### src/sv/acs_pkg.sv
// ----------------------------------------------------------------------------
// acs_pkg
// Shared types, widths and codes for the affinity chunk scheduler.
// ----------------------------------------------------------------------------
package acs_pkg;

  localparam int MAX_WORKERS = 16;
  localparam int INDEX_WIDTH = 16;
  localparam int WID_W       = $clog2(MAX_WORKERS);
  localparam int CNT_W       = 5;
  localparam int FACT_W      = 5;
  localparam int DATA_W      = 16;
  localparam int REG_IDX_W   = 2;
  localparam int DIV_CNT_W   = $clog2(INDEX_WIDTH);

  typedef logic [INDEX_WIDTH-1:0] idx_t;
  typedef logic [WID_W-1:0]       wid_t;
  typedef logic [CNT_W-1:0]       cnt_t;
  typedef logic [FACT_W-1:0]      fact_t;

  // Command codes.
  localparam logic CMD_BEGIN   = 1'b0;
  localparam logic CMD_REQUEST = 1'b1;

  // Configuration register indexes.
  localparam logic [REG_IDX_W-1:0] REG_WORKER_COUNT = 2'd0;
  localparam logic [REG_IDX_W-1:0] REG_TOTAL_ITER   = 2'd1;
  localparam logic [REG_IDX_W-1:0] REG_TRANSFER     = 2'd2;

  localparam cnt_t  RESET_WORKER_COUNT = 5'd4;
  localparam idx_t  RESET_TOTAL_ITER   = 16'd1024;
  localparam fact_t RESET_TRANSFER     = 5'd4;

  // One entry of the per-worker state memory.
  typedef struct packed {
    idx_t rem;
    idx_t seg_end;
  } entry_t;

  typedef struct packed {
    logic   en;
    wid_t   addr;
    entry_t data;
  } mem_wr_t;

  typedef struct packed {
    logic  go;
    idx_t  dividend;
    fact_t divisor;
  } div_req_t;

  typedef struct packed {
    logic busy;
    logic done;
  } div_stat_t;

  typedef enum logic [3:0] {
    ST_IDLE,
    ST_BEGIN_DIV,
    ST_BEGIN_MUL,
    ST_BEGIN_WR,
    ST_REQ_READ,
    ST_SCAN,
    ST_SCAN_LAST,
    ST_STEAL_CHK,
    ST_STEAL_DIV,
    ST_STEAL_WR,
    ST_GRANT,
    ST_GRANT_DIV,
    ST_GRANT_WR
  } state_t;

endpackage

### src/sv/acs_mem.sv
// ----------------------------------------------------------------------------
// acs_mem
// Per-worker state memory: remaining count and segment end for each worker,
// one write and one registered read per cycle. Entries never written read
// as zero.
// ----------------------------------------------------------------------------
module acs_mem (
  input  logic             clk,
  input  logic             rst,
  input  acs_pkg::mem_wr_t wr,
  input  logic             rd_en,
  input  acs_pkg::wid_t    rd_addr,
  output acs_pkg::entry_t  rd_data
);

  logic [acs_pkg::MAX_WORKERS-1:0] valid;
  acs_pkg::entry_t                 mem [acs_pkg::MAX_WORKERS];

  always_ff @(posedge clk) begin
    if (rst) begin
      valid <= '0;
    end else if (wr.en) begin
      valid[wr.addr] <= 1'b1;
    end
  end

  always_ff @(posedge clk) begin
    if (wr.en) begin
      mem[wr.addr] <= wr.data;
    end
    if (rd_en) begin
      rd_data <= valid[rd_addr] ? mem[rd_addr] : '0;
    end
  end

endmodule

### src/sv/acs_div.sv
// ----------------------------------------------------------------------------
// acs_div
// Radix-2 restoring divider: index-wide dividend by a small nonzero divisor,
// one quotient bit per cycle.
// ----------------------------------------------------------------------------
module acs_div (
  input  logic               clk,
  input  logic               rst,
  input  acs_pkg::div_req_t  req,
  output acs_pkg::div_stat_t stat,
  output acs_pkg::idx_t      quotient
);

  logic                          running;
  logic                          done;
  logic [acs_pkg::DIV_CNT_W-1:0] cnt;
  acs_pkg::idx_t                 quo;
  acs_pkg::fact_t                part;
  acs_pkg::fact_t                dvs;
  logic [acs_pkg::FACT_W:0]      trial;
  logic [acs_pkg::FACT_W:0]      diff;
  logic                          ge;

  assign trial = {part, quo[acs_pkg::INDEX_WIDTH-1]};
  assign ge    = trial >= {1'b0, dvs};
  assign diff  = trial - {1'b0, dvs};

  always_ff @(posedge clk) begin
    if (rst) begin
      running <= 1'b0;
      done    <= 1'b0;
      cnt     <= '0;
    end else begin
      done <= 1'b0;
      if (req.go) begin
        running <= 1'b1;
        cnt     <= '0;
      end else if (running) begin
        cnt <= cnt + 1'b1;
        if (cnt == acs_pkg::DIV_CNT_W'(acs_pkg::INDEX_WIDTH - 1)) begin
          running <= 1'b0;
          done    <= 1'b1;
        end
      end
    end
  end

  // The partial remainder always stays below the divisor, so it fits the
  // divisor's width after each step.
  always_ff @(posedge clk) begin
    if (req.go) begin
      quo  <= req.dividend;
      part <= '0;
      dvs  <= req.divisor;
    end else if (running) begin
      part <= ge ? diff[acs_pkg::FACT_W-1:0] : trial[acs_pkg::FACT_W-1:0];
      quo  <= {quo[acs_pkg::INDEX_WIDTH-2:0], ge};
    end
  end

  assign stat.busy = running;
  assign stat.done = done;
  assign quotient  = quo;

endmodule

### src/sv/affinity_chunk_scheduler_top.sv
// ----------------------------------------------------------------------------
// affinity_chunk_scheduler_top
// Affinity scheduling of loop iteration chunks across up to sixteen workers.
// ----------------------------------------------------------------------------
// Usage:
//   A command transaction is taken when start is high and busy is low. A
//   begin command sets up the worker's own segment; a request grants the
//   next chunk, stealing from the most-loaded worker when the segment is
//   empty. Every command yields one result, shown for one cycle with done
//   high; the receiver cannot stall it, and it must take it then.
//   A worker id out of range is answered with finished and no chunk. A
//   begin divides the total among the workers; a request served from the
//   worker's own segment divides unless fewer iterations remain than
//   workers. A request that has to steal scans the state memory first and
//   then divides when it steals. The radix-2 divider is shared by all
//   divides, and the scan reads one entry of the state memory per cycle.
//   One command is in flight at a time. Configuration writes (cfg_write,
//   cfg_index, cfg_data) take effect at once; the user must make them
//   only while busy is low, which the block itself does not enforce.
//   Reset restores the register defaults and makes every worker's
//   remaining count and segment end read as zero; no clearing pass is
//   needed.
// ----------------------------------------------------------------------------
module affinity_chunk_scheduler_top (
  input  logic                            clk,
  input  logic                            rst,
  input  logic                            start,
  output logic                            busy,
  input  logic                            command,
  input  logic [acs_pkg::WID_W-1:0]       worker_id,
  input  logic                            cfg_write,
  input  logic [acs_pkg::REG_IDX_W-1:0]   cfg_index,
  input  logic [acs_pkg::DATA_W-1:0]      cfg_data,
  output logic                            done,
  output logic [acs_pkg::INDEX_WIDTH-1:0] chunk_start,
  output logic [acs_pkg::INDEX_WIDTH-1:0] chunk_length,
  output logic                            finished,
  output logic                            stolen,
  output logic [acs_pkg::WID_W-1:0]       victim_id
);

  acs_pkg::state_t    state, state_next;
  acs_pkg::cnt_t      worker_count;
  acs_pkg::idx_t      total_iterations;
  acs_pkg::fact_t     transfer_factor;
  acs_pkg::cnt_t      p;
  acs_pkg::cnt_t      p_m1;
  acs_pkg::fact_t     tf;
  logic               accept;
  logic               w_ok;

  acs_pkg::wid_t      cur_w, cur_w_next;
  acs_pkg::idx_t      cur_rem, cur_rem_next;
  acs_pkg::idx_t      cur_end, cur_end_next;
  acs_pkg::idx_t      cur_len, cur_len_next;
  acs_pkg::idx_t      seg, seg_next;
  acs_pkg::idx_t      prod_a, prod_a_next;
  acs_pkg::idx_t      prod_b, prod_b_next;
  acs_pkg::idx_t      best, best_next;
  acs_pkg::idx_t      best_end, best_end_next;
  acs_pkg::wid_t      victim, victim_next;
  logic               found, found_next;
  logic               steal, steal_next;
  acs_pkg::wid_t      scan_ptr, scan_ptr_next;
  logic               cmp_vld, cmp_vld_next;
  acs_pkg::wid_t      cmp_idx, cmp_idx_next;

  logic [acs_pkg::INDEX_WIDTH+acs_pkg::CNT_W-1:0] mul_a;
  logic [acs_pkg::INDEX_WIDTH+acs_pkg::WID_W-1:0] mul_b;
  acs_pkg::idx_t      itr;

  acs_pkg::mem_wr_t   mem_wr;
  logic               rd_en;
  acs_pkg::wid_t      rd_addr;
  acs_pkg::entry_t    rd_data;
  acs_pkg::div_req_t  div_req;
  acs_pkg::div_stat_t div_stat;
  acs_pkg::idx_t      quotient;

  logic               res_load;
  acs_pkg::idx_t      res_start;
  acs_pkg::idx_t      res_len;
  logic               res_fin;
  logic               res_stolen;
  acs_pkg::wid_t      res_victim;

  acs_mem u_mem (
    .clk     (clk),
    .rst     (rst),
    .wr      (mem_wr),
    .rd_en   (rd_en),
    .rd_addr (rd_addr),
    .rd_data (rd_data)
  );

  acs_div u_div (
    .clk      (clk),
    .rst      (rst),
    .req      (div_req),
    .stat     (div_stat),
    .quotient (quotient)
  );

  // Configuration registers.
  always_ff @(posedge clk) begin
    if (rst) begin
      worker_count     <= acs_pkg::RESET_WORKER_COUNT;
      total_iterations <= acs_pkg::RESET_TOTAL_ITER;
      transfer_factor  <= acs_pkg::RESET_TRANSFER;
    end else if (cfg_write) begin
      case (cfg_index)
        acs_pkg::REG_WORKER_COUNT: worker_count     <= cfg_data[acs_pkg::CNT_W-1:0];
        acs_pkg::REG_TOTAL_ITER:   total_iterations <= cfg_data[acs_pkg::INDEX_WIDTH-1:0];
        acs_pkg::REG_TRANSFER:     transfer_factor  <= cfg_data[acs_pkg::FACT_W-1:0];
        default: ;
      endcase
    end
  end

  // A worker count of zero acts as one, and counts above the table size
  // are clamped to it; a transfer factor of zero acts as one.
  always_comb begin
    if (worker_count == '0) begin
      p = acs_pkg::CNT_W'(1);
    end else if (worker_count > acs_pkg::CNT_W'(acs_pkg::MAX_WORKERS)) begin
      p = acs_pkg::CNT_W'(acs_pkg::MAX_WORKERS);
    end else begin
      p = worker_count;
    end
    tf = (transfer_factor == '0) ? acs_pkg::FACT_W'(1) : transfer_factor;
  end

  assign p_m1   = p - 1'b1;
  assign busy   = (state != acs_pkg::ST_IDLE);
  assign accept = start && !busy;
  assign w_ok   = {1'b0, worker_id} < p;
  assign mul_a  = seg * p_m1;
  assign mul_b  = seg * cur_w;
  assign itr    = ({1'b0, cur_w} == p_m1) ? (total_iterations - prod_a) : seg;

  always_comb begin
    state_next    = state;
    cur_w_next    = cur_w;
    cur_rem_next  = cur_rem;
    cur_end_next  = cur_end;
    cur_len_next  = cur_len;
    seg_next      = seg;
    prod_a_next   = prod_a;
    prod_b_next   = prod_b;
    best_next     = best;
    best_end_next = best_end;
    victim_next   = victim;
    found_next    = found;
    steal_next    = steal;
    scan_ptr_next = scan_ptr;
    cmp_vld_next  = 1'b0;
    cmp_idx_next  = cmp_idx;

    mem_wr        = '0;
    rd_en         = 1'b0;
    rd_addr       = worker_id;
    div_req       = '0;

    res_load      = 1'b0;
    res_start     = '0;
    res_len       = '0;
    res_fin       = 1'b0;
    res_stolen    = 1'b0;
    res_victim    = '0;

    // A scan result from the previous read is compared while scanning.
    if ((state == acs_pkg::ST_SCAN || state == acs_pkg::ST_SCAN_LAST) &&
        cmp_vld && (rd_data.rem > best)) begin
      best_next     = rd_data.rem;
      best_end_next = rd_data.seg_end;
      victim_next   = cmp_idx;
      found_next    = 1'b1;
    end

    case (state)
      acs_pkg::ST_IDLE: begin
        if (accept) begin
          cur_w_next = worker_id;
          steal_next = 1'b0;
          if (!w_ok) begin
            res_load = 1'b1;
            res_fin  = 1'b1;
          end else if (command == acs_pkg::CMD_BEGIN) begin
            div_req.go       = 1'b1;
            div_req.dividend = total_iterations;
            div_req.divisor  = p;
            state_next       = acs_pkg::ST_BEGIN_DIV;
          end else begin
            rd_en      = 1'b1;
            state_next = acs_pkg::ST_REQ_READ;
          end
        end
      end

      acs_pkg::ST_BEGIN_DIV: begin
        if (div_stat.done) begin
          seg_next   = quotient;
          state_next = acs_pkg::ST_BEGIN_MUL;
        end
      end

      acs_pkg::ST_BEGIN_MUL: begin
        prod_a_next = mul_a[acs_pkg::INDEX_WIDTH-1:0];
        prod_b_next = mul_b[acs_pkg::INDEX_WIDTH-1:0];
        state_next  = acs_pkg::ST_BEGIN_WR;
      end

      acs_pkg::ST_BEGIN_WR: begin
        mem_wr.en           = 1'b1;
        mem_wr.addr         = cur_w;
        mem_wr.data.rem     = itr;
        mem_wr.data.seg_end = prod_b + itr;
        res_load            = 1'b1;
        res_start           = prod_b;
        state_next          = acs_pkg::ST_IDLE;
      end

      acs_pkg::ST_REQ_READ: begin
        if (rd_data.rem != '0) begin
          cur_rem_next = rd_data.rem;
          cur_end_next = rd_data.seg_end;
          state_next   = acs_pkg::ST_GRANT;
        end else begin
          scan_ptr_next = '0;
          best_next     = {{(acs_pkg::INDEX_WIDTH-acs_pkg::FACT_W){1'b0}}, tf};
          found_next    = 1'b0;
          victim_next   = cur_w;
          state_next    = acs_pkg::ST_SCAN;
        end
      end

      acs_pkg::ST_SCAN: begin
        rd_en        = 1'b1;
        rd_addr      = scan_ptr;
        cmp_vld_next = 1'b1;
        cmp_idx_next = scan_ptr;
        if ({1'b0, scan_ptr} == p_m1) begin
          state_next = acs_pkg::ST_SCAN_LAST;
        end else begin
          scan_ptr_next = scan_ptr + 1'b1;
        end
      end

      acs_pkg::ST_SCAN_LAST: begin
        state_next = acs_pkg::ST_STEAL_CHK;
      end

      acs_pkg::ST_STEAL_CHK: begin
        if (!found || victim == cur_w) begin
          res_load   = 1'b1;
          res_fin    = 1'b1;
          state_next = acs_pkg::ST_IDLE;
        end else begin
          div_req.go       = 1'b1;
          div_req.dividend = best;
          div_req.divisor  = tf;
          state_next       = acs_pkg::ST_STEAL_DIV;
        end
      end

      acs_pkg::ST_STEAL_DIV: begin
        if (div_stat.done) begin
          state_next = acs_pkg::ST_STEAL_WR;
        end
      end

      // The thief takes the top of the victim's segment.
      acs_pkg::ST_STEAL_WR: begin
        mem_wr.en           = 1'b1;
        mem_wr.addr         = victim;
        mem_wr.data.rem     = best - quotient;
        mem_wr.data.seg_end = best_end - quotient;
        cur_rem_next        = quotient;
        cur_end_next        = best_end;
        steal_next          = 1'b1;
        state_next          = acs_pkg::ST_GRANT;
      end

      acs_pkg::ST_GRANT: begin
        if (cur_rem < {{(acs_pkg::INDEX_WIDTH-acs_pkg::CNT_W){1'b0}}, p}) begin
          cur_len_next = acs_pkg::INDEX_WIDTH'(1);
          state_next   = acs_pkg::ST_GRANT_WR;
        end else begin
          div_req.go       = 1'b1;
          div_req.dividend = cur_rem;
          div_req.divisor  = p;
          state_next       = acs_pkg::ST_GRANT_DIV;
        end
      end

      acs_pkg::ST_GRANT_DIV: begin
        if (div_stat.done) begin
          cur_len_next = quotient;
          state_next   = acs_pkg::ST_GRANT_WR;
        end
      end

      acs_pkg::ST_GRANT_WR: begin
        mem_wr.en           = 1'b1;
        mem_wr.addr         = cur_w;
        mem_wr.data.rem     = cur_rem - cur_len;
        mem_wr.data.seg_end = cur_end;
        res_load            = 1'b1;
        res_start           = cur_end - cur_rem;
        res_len             = cur_len;
        res_stolen          = steal;
        res_victim          = steal ? victim : '0;
        state_next          = acs_pkg::ST_IDLE;
      end

      default: begin
        state_next = acs_pkg::ST_IDLE;
      end
    endcase
  end

  always_ff @(posedge clk) begin
    if (rst) begin
      state   <= acs_pkg::ST_IDLE;
      cmp_vld <= 1'b0;
      done    <= 1'b0;
    end else begin
      state   <= state_next;
      cmp_vld <= cmp_vld_next;
      done    <= res_load;
    end
  end

  always_ff @(posedge clk) begin
    cur_w    <= cur_w_next;
    cur_rem  <= cur_rem_next;
    cur_end  <= cur_end_next;
    cur_len  <= cur_len_next;
    seg      <= seg_next;
    prod_a   <= prod_a_next;
    prod_b   <= prod_b_next;
    best     <= best_next;
    best_end <= best_end_next;
    victim   <= victim_next;
    found    <= found_next;
    steal    <= steal_next;
    scan_ptr <= scan_ptr_next;
    cmp_idx  <= cmp_idx_next;
    if (res_load) begin
      chunk_start  <= res_start;
      chunk_length <= res_len;
      finished     <= res_fin;
      stolen       <= res_stolen;
      victim_id    <= res_victim;
    end
  end

`ifndef ASSERT_OFF
  // The sequencer never reads an entry in the cycle it writes it.
  assert property (@(posedge clk) disable iff (rst)
    !(mem_wr.en && rd_en && (mem_wr.addr == rd_addr)))
    else $error("state memory read and write hit the same entry");

  assert property (@(posedge clk) disable iff (rst)
    div_req.go |-> !div_stat.busy)
    else $error("divider started while still running");

  assert property (@(posedge clk) disable iff (rst)
    (done && stolen) |-> ((victim_id != cur_w) && (chunk_length != '0)))
    else $error("steal reported against the requesting worker or empty");

  assert property (@(posedge clk) disable iff (rst)
    (done && finished) |-> ((chunk_length == '0) && !stolen))
    else $error("finished result carries a chunk");
`endif

endmodule

### config.mk
export PLATFORM = sky130hd
export DESIGN_NAME = affinity_chunk_scheduler_top
export DESIGN_NICKNAME = d
export VERILOG_FILES = /design/src/sv/acs_pkg.sv /design/src/sv/acs_mem.sv /design/src/sv/acs_div.sv /design/src/sv/affinity_chunk_scheduler_top.sv
export SDC_FILE = /design/constraint.sdc
export NUM_CORES = 1
export LEC_CHECK = 0
export BUFFER_PORTS_ARGS = -buffer_cell sky130_fd_sc_hd__buf_2
export CELL_PAD_IN_SITES_DETAIL_PLACEMENT = 1
export CELL_PAD_IN_SITES_GLOBAL_PLACEMENT = 1
export CORE_ASPECT_RATIO = 0.8
export CORE_MARGIN = 10
export CORE_UTILIZATION = 25
export CTS_CLUSTER_DIAMETER = 60
export DETAILED_ROUTE_END_ITERATION = 8
export MAX_ROUTING_LAYER = met4
export PLACE_DENSITY = 0.45
export SYNTH_ARGS = -nofsm -noshare
export SYNTH_HDL_FRONTEND = slang
export SYNTH_SLANG_ARGS = --single-unit
### constraint.sdc
create_clock -name clk -period 7.4 [get_ports clk]
set_input_delay 1.48 -clock clk [delete_from_list [all_inputs] [get_ports clk]]
set_output_delay 1.48 -clock clk [all_outputs]
set_load 0.01 [all_outputs]
* Yosys cells after proc, flatten, opt, wreduce, memory -nomap -nowiden
Memories as Yosys holds them, arrays and structs flattened. A register that Yosys moved wholly into a read port is not among the register bits.
Index checks and enable logic that the tools add are counted.
** Cells by class
- Div/mod/pow operators :: 0
- $mul :: 2
- Mux-type cells :: 68
- Bitwise gates (word level) :: 2
- Eq/ne operators :: 28
- Shifts and indexed selects :: 0
- Reduce and logical (&&, ||, !) cells :: 34
- $add $sub $neg :: 10
- Magnitude comparators :: 8
** Operator list (count)
- $mux W16 :: 10
- $pmux W16 S2 :: 4
- $pmux W37 S3 :: 1
- $mux W22 :: 5
- $sub A16 B16 Y16 :: 5
- $pmux W22 S3 :: 1
- $mux W4 :: 14
- $pmux W4 S11 :: 1
- $eq A4 B4 Y1 const B :: 6
- $mux W5 :: 4
- $mux W1 :: 19
- $add A16 B16 Y16 :: 1
- $eq A4 B3 Y1 const B :: 4
- $gt A16 B16 Y1 :: 1
- $lt A16 B5 Y1 :: 1
- $mul A16 B4 Y16 :: 1
- $mul A16 B5 Y16 :: 1
- $or A16 B16 Y16 :: 1
- $reduce_and A2 Y1 :: 8
- $reduce_bool A16 Y1 :: 1
- $ne A2 B2 Y1 const B :: 6
- $eq A4 B5 Y1 :: 2
- $logic_not A5 Y1 :: 2
- $lt A4 B5 Y1 const B :: 2
- 31 further kinds :: 51
** Word-level totals
- Bits of input ports :: 27
- Memory bits (writable) :: 512
- Output and inout bits :: 40
- Register bits after elaboration :: 264
- Memory bits (read-only) :: 0
- Memories kept :: 1
- Latch bits :: 0
- Word-level logic and storage cells :: 185
** Memories
- u_mem.mem :: words 16, bits a word 32, rd ports 1, clocked after memory_dff 1, write ports 1, RTL line acs_mem.sv:17 : acs_pkg::entry_t mem [acs_pkg::MAX_WORKERS];

* Depth between registers and ports, before layout
- Depth after elaboration :: 13
- Mapped depth :: 25
- Mapped depth without buffers :: 22

* Cells and area by module
From an unflattened synthesis, not the netlist that was laid out.
** Second synthesis, totals
- Cells, all modules :: 2921
- Area total of the unflattened synthesis :: 39683.1 um2
** Modules (own cells, without submodules)
- acs_mem :: times used 1, sequential area each 16656.0 um2, cells an instance 900, area each 20840.0 um2
- affinity_chunk_scheduler_top :: times used 1, sequential area each 5955.7 um2, cells an instance 1897, area each 17311.6 um2
- acs_div :: times used 1, sequential area each 850.8 um2, cells an instance 124, area each 1531.5 um2

* Worst setup path before layout
OpenSTA, ideal clock, no wires.
- Kind :: register to register
- Start :: register worker_count[3]
- End :: register prod_a[14] (data pin)
- Slack :: 1.780 ns
- Path buffers :: 3
- Period minus slack after synthesis :: 5.620 ns
- Data arrival time :: 5.362 ns
- Stages on the path, launching flop included :: 24
- Library setup time :: 0.258 ns
- Required time :: 7.142 ns
- Cells stage by stage :: dfxtp_1 -> nor3_1 -> o21ai_1 -> clkbuf_1 -> clkbuf_1 -> ha_1 -> inv_1 -> a21oi_1 -> clkbuf_1 -> nand2b_1 -> fa_1 -> fa_1 -> fa_1 -> inv_1 -> ha_1 -> a21o_1 -> a21oi_1 -> o21bai_1 -> a21oi_1 -> nor2b_1 -> o2111ai_1 -> nand3_1 -> o41a_1 -> xor2_1
** On the way
- Word-level cells in the longest chain between the ends :: 5
- Elaborated cells between the ends (all ways) :: 6
- Classes of those cells :: add/sub (1); mul (1); order compare (1); mux (2); reduce/logical (1)
** RTL lines
- start: declaration :: RTL line affinity_chunk_scheduler_top.sv:43 : acs_pkg::cnt_t worker_count;
- start signal: assignment :: RTL line affinity_chunk_scheduler_top.sv:107 : worker_count <= acs_pkg::RESET_WORKER_COUNT;
- start signal: assignment :: RTL line affinity_chunk_scheduler_top.sv:112 : acs_pkg::REG_WORKER_COUNT: worker_count <= cfg_data[acs_pkg::CNT_W-1:0];
- $gt A5 B5 Y1 :: RTL line affinity_chunk_scheduler_top.sv:125 : end else if (worker_count > acs_pkg::CNT_W'(acs_pkg::MAX_WORKERS)) begin
- $mux W5 :: RTL line affinity_chunk_scheduler_top.sv:125
- $mux W5 (*) :: RTL line affinity_chunk_scheduler_top.sv:123 : if (worker_count == '0) begin
- $sub A5 B1 Y5 (*) :: RTL line affinity_chunk_scheduler_top.sv:133 : assign p_m1 = p - 1'b1;
- $mul A16 B5 Y16 (*) :: RTL line affinity_chunk_scheduler_top.sv:137 : assign mul_a = seg * p_m1;
- net mul_a, one bit :: RTL line affinity_chunk_scheduler_top.sv:68 : logic [acs_pkg::INDEX_WIDTH+acs_pkg::CNT_W-1:0] mul_a;
- end signal: assignment :: RTL line affinity_chunk_scheduler_top.sv:340 : prod_a <= prod_a_next;
- end: declaration :: RTL line affinity_chunk_scheduler_top.sv:57 : acs_pkg::idx_t prod_a, prod_a_next;
Mark *: on every way through the listed nets, which the timed path passes. The rest lies on a longest branch.
A chain may end at the register's enable or synchronous reset.

==> reports/results.ini <==
[worst_setup_path]
rrSetupSlack_ns=0.86
setup.worst_path.end_class=flip-flop
critPathMaxFanout=21
criticalPathCategory=flip-flop to flip-flop
startpoint_class_of_the_critical_path=flip-flop
data_arrival_time_at_the_worst_slack_endpoint_ns=6.88
required_time_of_the_critical_path_ns=7.74
crit_chain=nor3_1, o21ai_2, ha_1, xor2_1, nand3_1, nor3_2, buf_4, mux2_2, ha_1, a211oi_1, o21bai_1, o311a_1, o211ai_1, a21oi_1, o41ai_1, xnor2_1, xnor2_1, o221ai_1
critical_path.slowest_cell=o221ai_1
timing.critical_path.slowest_cell_delay_ns=0.89

[final_layout]
area_growth_syn_to_layout_pct=15.03
finish.net_count=3365
layout_commonest_cell=edfxtp_1
post_route_cells_drive_above_1_share_pct=14.64
final_cell_mix=edfxtp_1 (728), nand2_1 (420), inv_1 (191)

[sta]
drv_slew=0
final.min_clock_period_ns=6.542
fmaxAchievable_mhz=152.9
hold_viol=0
finalCritPeriodShare_pct=88.40
fin_tns_setup_ns=0
grt_setup_unrepaired=false
relative_max_transition_margin_pct=10.97
fin_skew_ns=0.02204
final_setup_violation_count=0
max_slew.worst_pin.slew_ns=1.302

[cts]
clkSinkCount=808
htreeDepth=3
tritoncts.num_buffers=90
tritoncts=built
insertion_delay_ns=0.71
clockRootBuffer=clkbuf_16
clock_path_buffers=3
postCtsHoldBufs=0
postCtsSetupBuffers=0
worst_setup_hold_path_clk_slew_ns=0.06
cts_repair_resize_count=0

[yosys]
synth_warnings=0
synthTopCellsByArea=edfxtp_1 (55%), mux4_2 (7.4%), ha_1 (5.0%), dfxtp_1 (4.0%), nand2_1 (4.0%)
postSynthCellCount=3022
yosysUniqueCellTypes=87
ys_dominant_reg_cell=edfxtp_1
post_synth_instance_area_um2=39920
top_cell_type_s_share_of_synthesized_area_pct=54.76
ys_ff_latch=808
synth_edf_count=728
synthesis.area_per_instance_um2=13.21
mappedNetlistNets=3275
synth_top_cell_by_area=edfxtp_1
synth-async-reset-ratio_pct=0
ys_seq_area_share_pct=58.77

[floorplanning]
die_w_um=466.8
die_area_um2=176200
start_util_pct=25.09
fp.dieH_um=377.4
core_area_um2=159200
boundaryPins=67
rows=131

[power]
power_leakage_nw=15.77
report.power.total_mw=12.83
peakVddDrop_uv=151.5
power.density_cell_area_nw_per_um2=279.4

[global_routing]
first_global_vias=26294
groute.usage.overall_pct=15.74
grt_pass1_wl_um=196800
grt_overflow=0
grt_max_degree=113
antenna_found_initial=13

[drt]
drtIter0Drc=2177
route.vias.total=25226
ant_nets=0
post_detailed_route_drc_marker_count=0
routed_via_count_divided_by_cell_count=4.744
detail_route.first_pass.iterations=6
post_drt_wl_per_cell_um=25.76
route.final.wire_length_um=137000

[worst_hold_path]
worstHoldPathType=flip-flop to flip-flop

[placement]
io_buffers=66
detailedPlacementHpwl_um=91440
gp_routability_congestion=0.8462

[outcome]
status=complete, no violations

[flow_run]
number_of_violations_of_the_max_capacitance_limit=0

-- cell usage after synthesis (all sizes together) (28+ instances only) --
library cell  instances
edfxtp              728
nand2               423
inv                 195
nor2                174
ha                  159
o21ai               141
mux4                132
a21oi               101
clkbuf               90
dfxtp                80
xnor2                80
fa                   67
nor2b                66
nand3                61
xor2                 54
buf                  48
nor3                 37
o211a                32
and2                 30
a21o                 28
nand2b               28
-- path summary, 6_finish.rpt --
kind,start,endpoint,cells after the start
max reg2reg,worker_count[2]$_SDFFE_PP1P_,u_mem.mem[14][15]$_DFFE_PP_,18
max,worker_count[2]$_SDFFE_PP1P_,u_mem.mem[14][15]$_DFFE_PP_,18
min reg2reg,u_div.quotient[7]$_DFFE_PP_,seg[7]$_DFFE_PP_,0
min,u_div.quotient[7]$_DFFE_PP_,seg[7]$_DFFE_PP_,0
-- metrics by stage --
step                      util (%)  hold WS (ns)  cells  worst slack (ns)  area (um^2)
after global placement       27.02        0.4336   5148            0.8438        43010
after global routing         28.85        0.4694   5315            0.3291        45920
after detailed placement     27.02        0.4372   5148            0.8676        43010
after CTS                    28.85        0.4524   5312            0.8321        45910
after floorplan                  -        0.4262   3022             1.780        39920
final                        28.86        0.4530   5318            0.8584        45930
-- kinds of logic after synthesis --
kind of cell | Yosys count | share of synthesized area [%]
AOI/OAI and AO/OA | 471 | 8.029
xor gates and xnor gates | 134 | 2.987
adders and majority gates | 226 | 8.342
buffers and inverters | 333 | 3.491
DFF | 808 | 58.77
muxes | 170 | 8.499
and+or+nand+nor | 880 | 9.884
-- sequential cells by signal, indices dropped and copies added, names as in the netlist, 5 cells and up --
signal and flops:
u_div.quotient 16, u_div.dvs 5, prod_b 16, best 16
best_end 16, cur_end 16, prod_a 16, u_mem.rd_data 32
u_div.part 5, cur_len 16, transfer_factor 5, seg 16
chunk_start 16, u_mem.mem 512, u_mem.valid 16, total_iterations 16
worker_count 5, cur_rem 16, chunk_length 16
-- layout make-up --
| type | count | area (um^2) |
|---|---|---|
| well taps | 2128 | 2663 |
| diodes | 6 | 15.01 |
| repair buffers | 136 | 880.8 |
| clock inverters | 44 | 460.4 |
| inverters | 195 | 737.0 |
| fillers | 17087 | 113200 |
| clock buffers | 120 | 2445 |
| multi-input cells | 1881 | 15260 |
| flip-flops and latches | 808 | 23460 |
-- power breakdown --
part	internal, mW	total (mW)	leakage, nW	switching, mW
registers	5.29	5.52	6.55	0.223
logic	1.00	2.75	7.79	1.75
clock network	2.56	4.56	1.43	2.00
-- worst max-delay path: cells and delay by family (launching register included) --
kind | cells | cell delay, ns
AOI/OAI and AO/OA | 8 | 2.80
xor gates and xnor gates | 3 | 0.57
adders and majority gates | 2 | 1.00
buffers and inverters | 1 | 0.34
DFF | 1 | 0.35
muxes | 1 | 0.42
and+or+nand+nor | 3 | 0.66
-- per-layer routing --
| layer | wire, um | track usage, % |
|---|---|---|
| met5 | 0 | - |
| met3 | 6875 | 2.889 |
| met4 | 3060 | 3.721 |
| met2 | 57010 | 21.97 |
| met1 | 70030 | 23.33 |
Note: power is estimated with default switching activity, not from simulation.
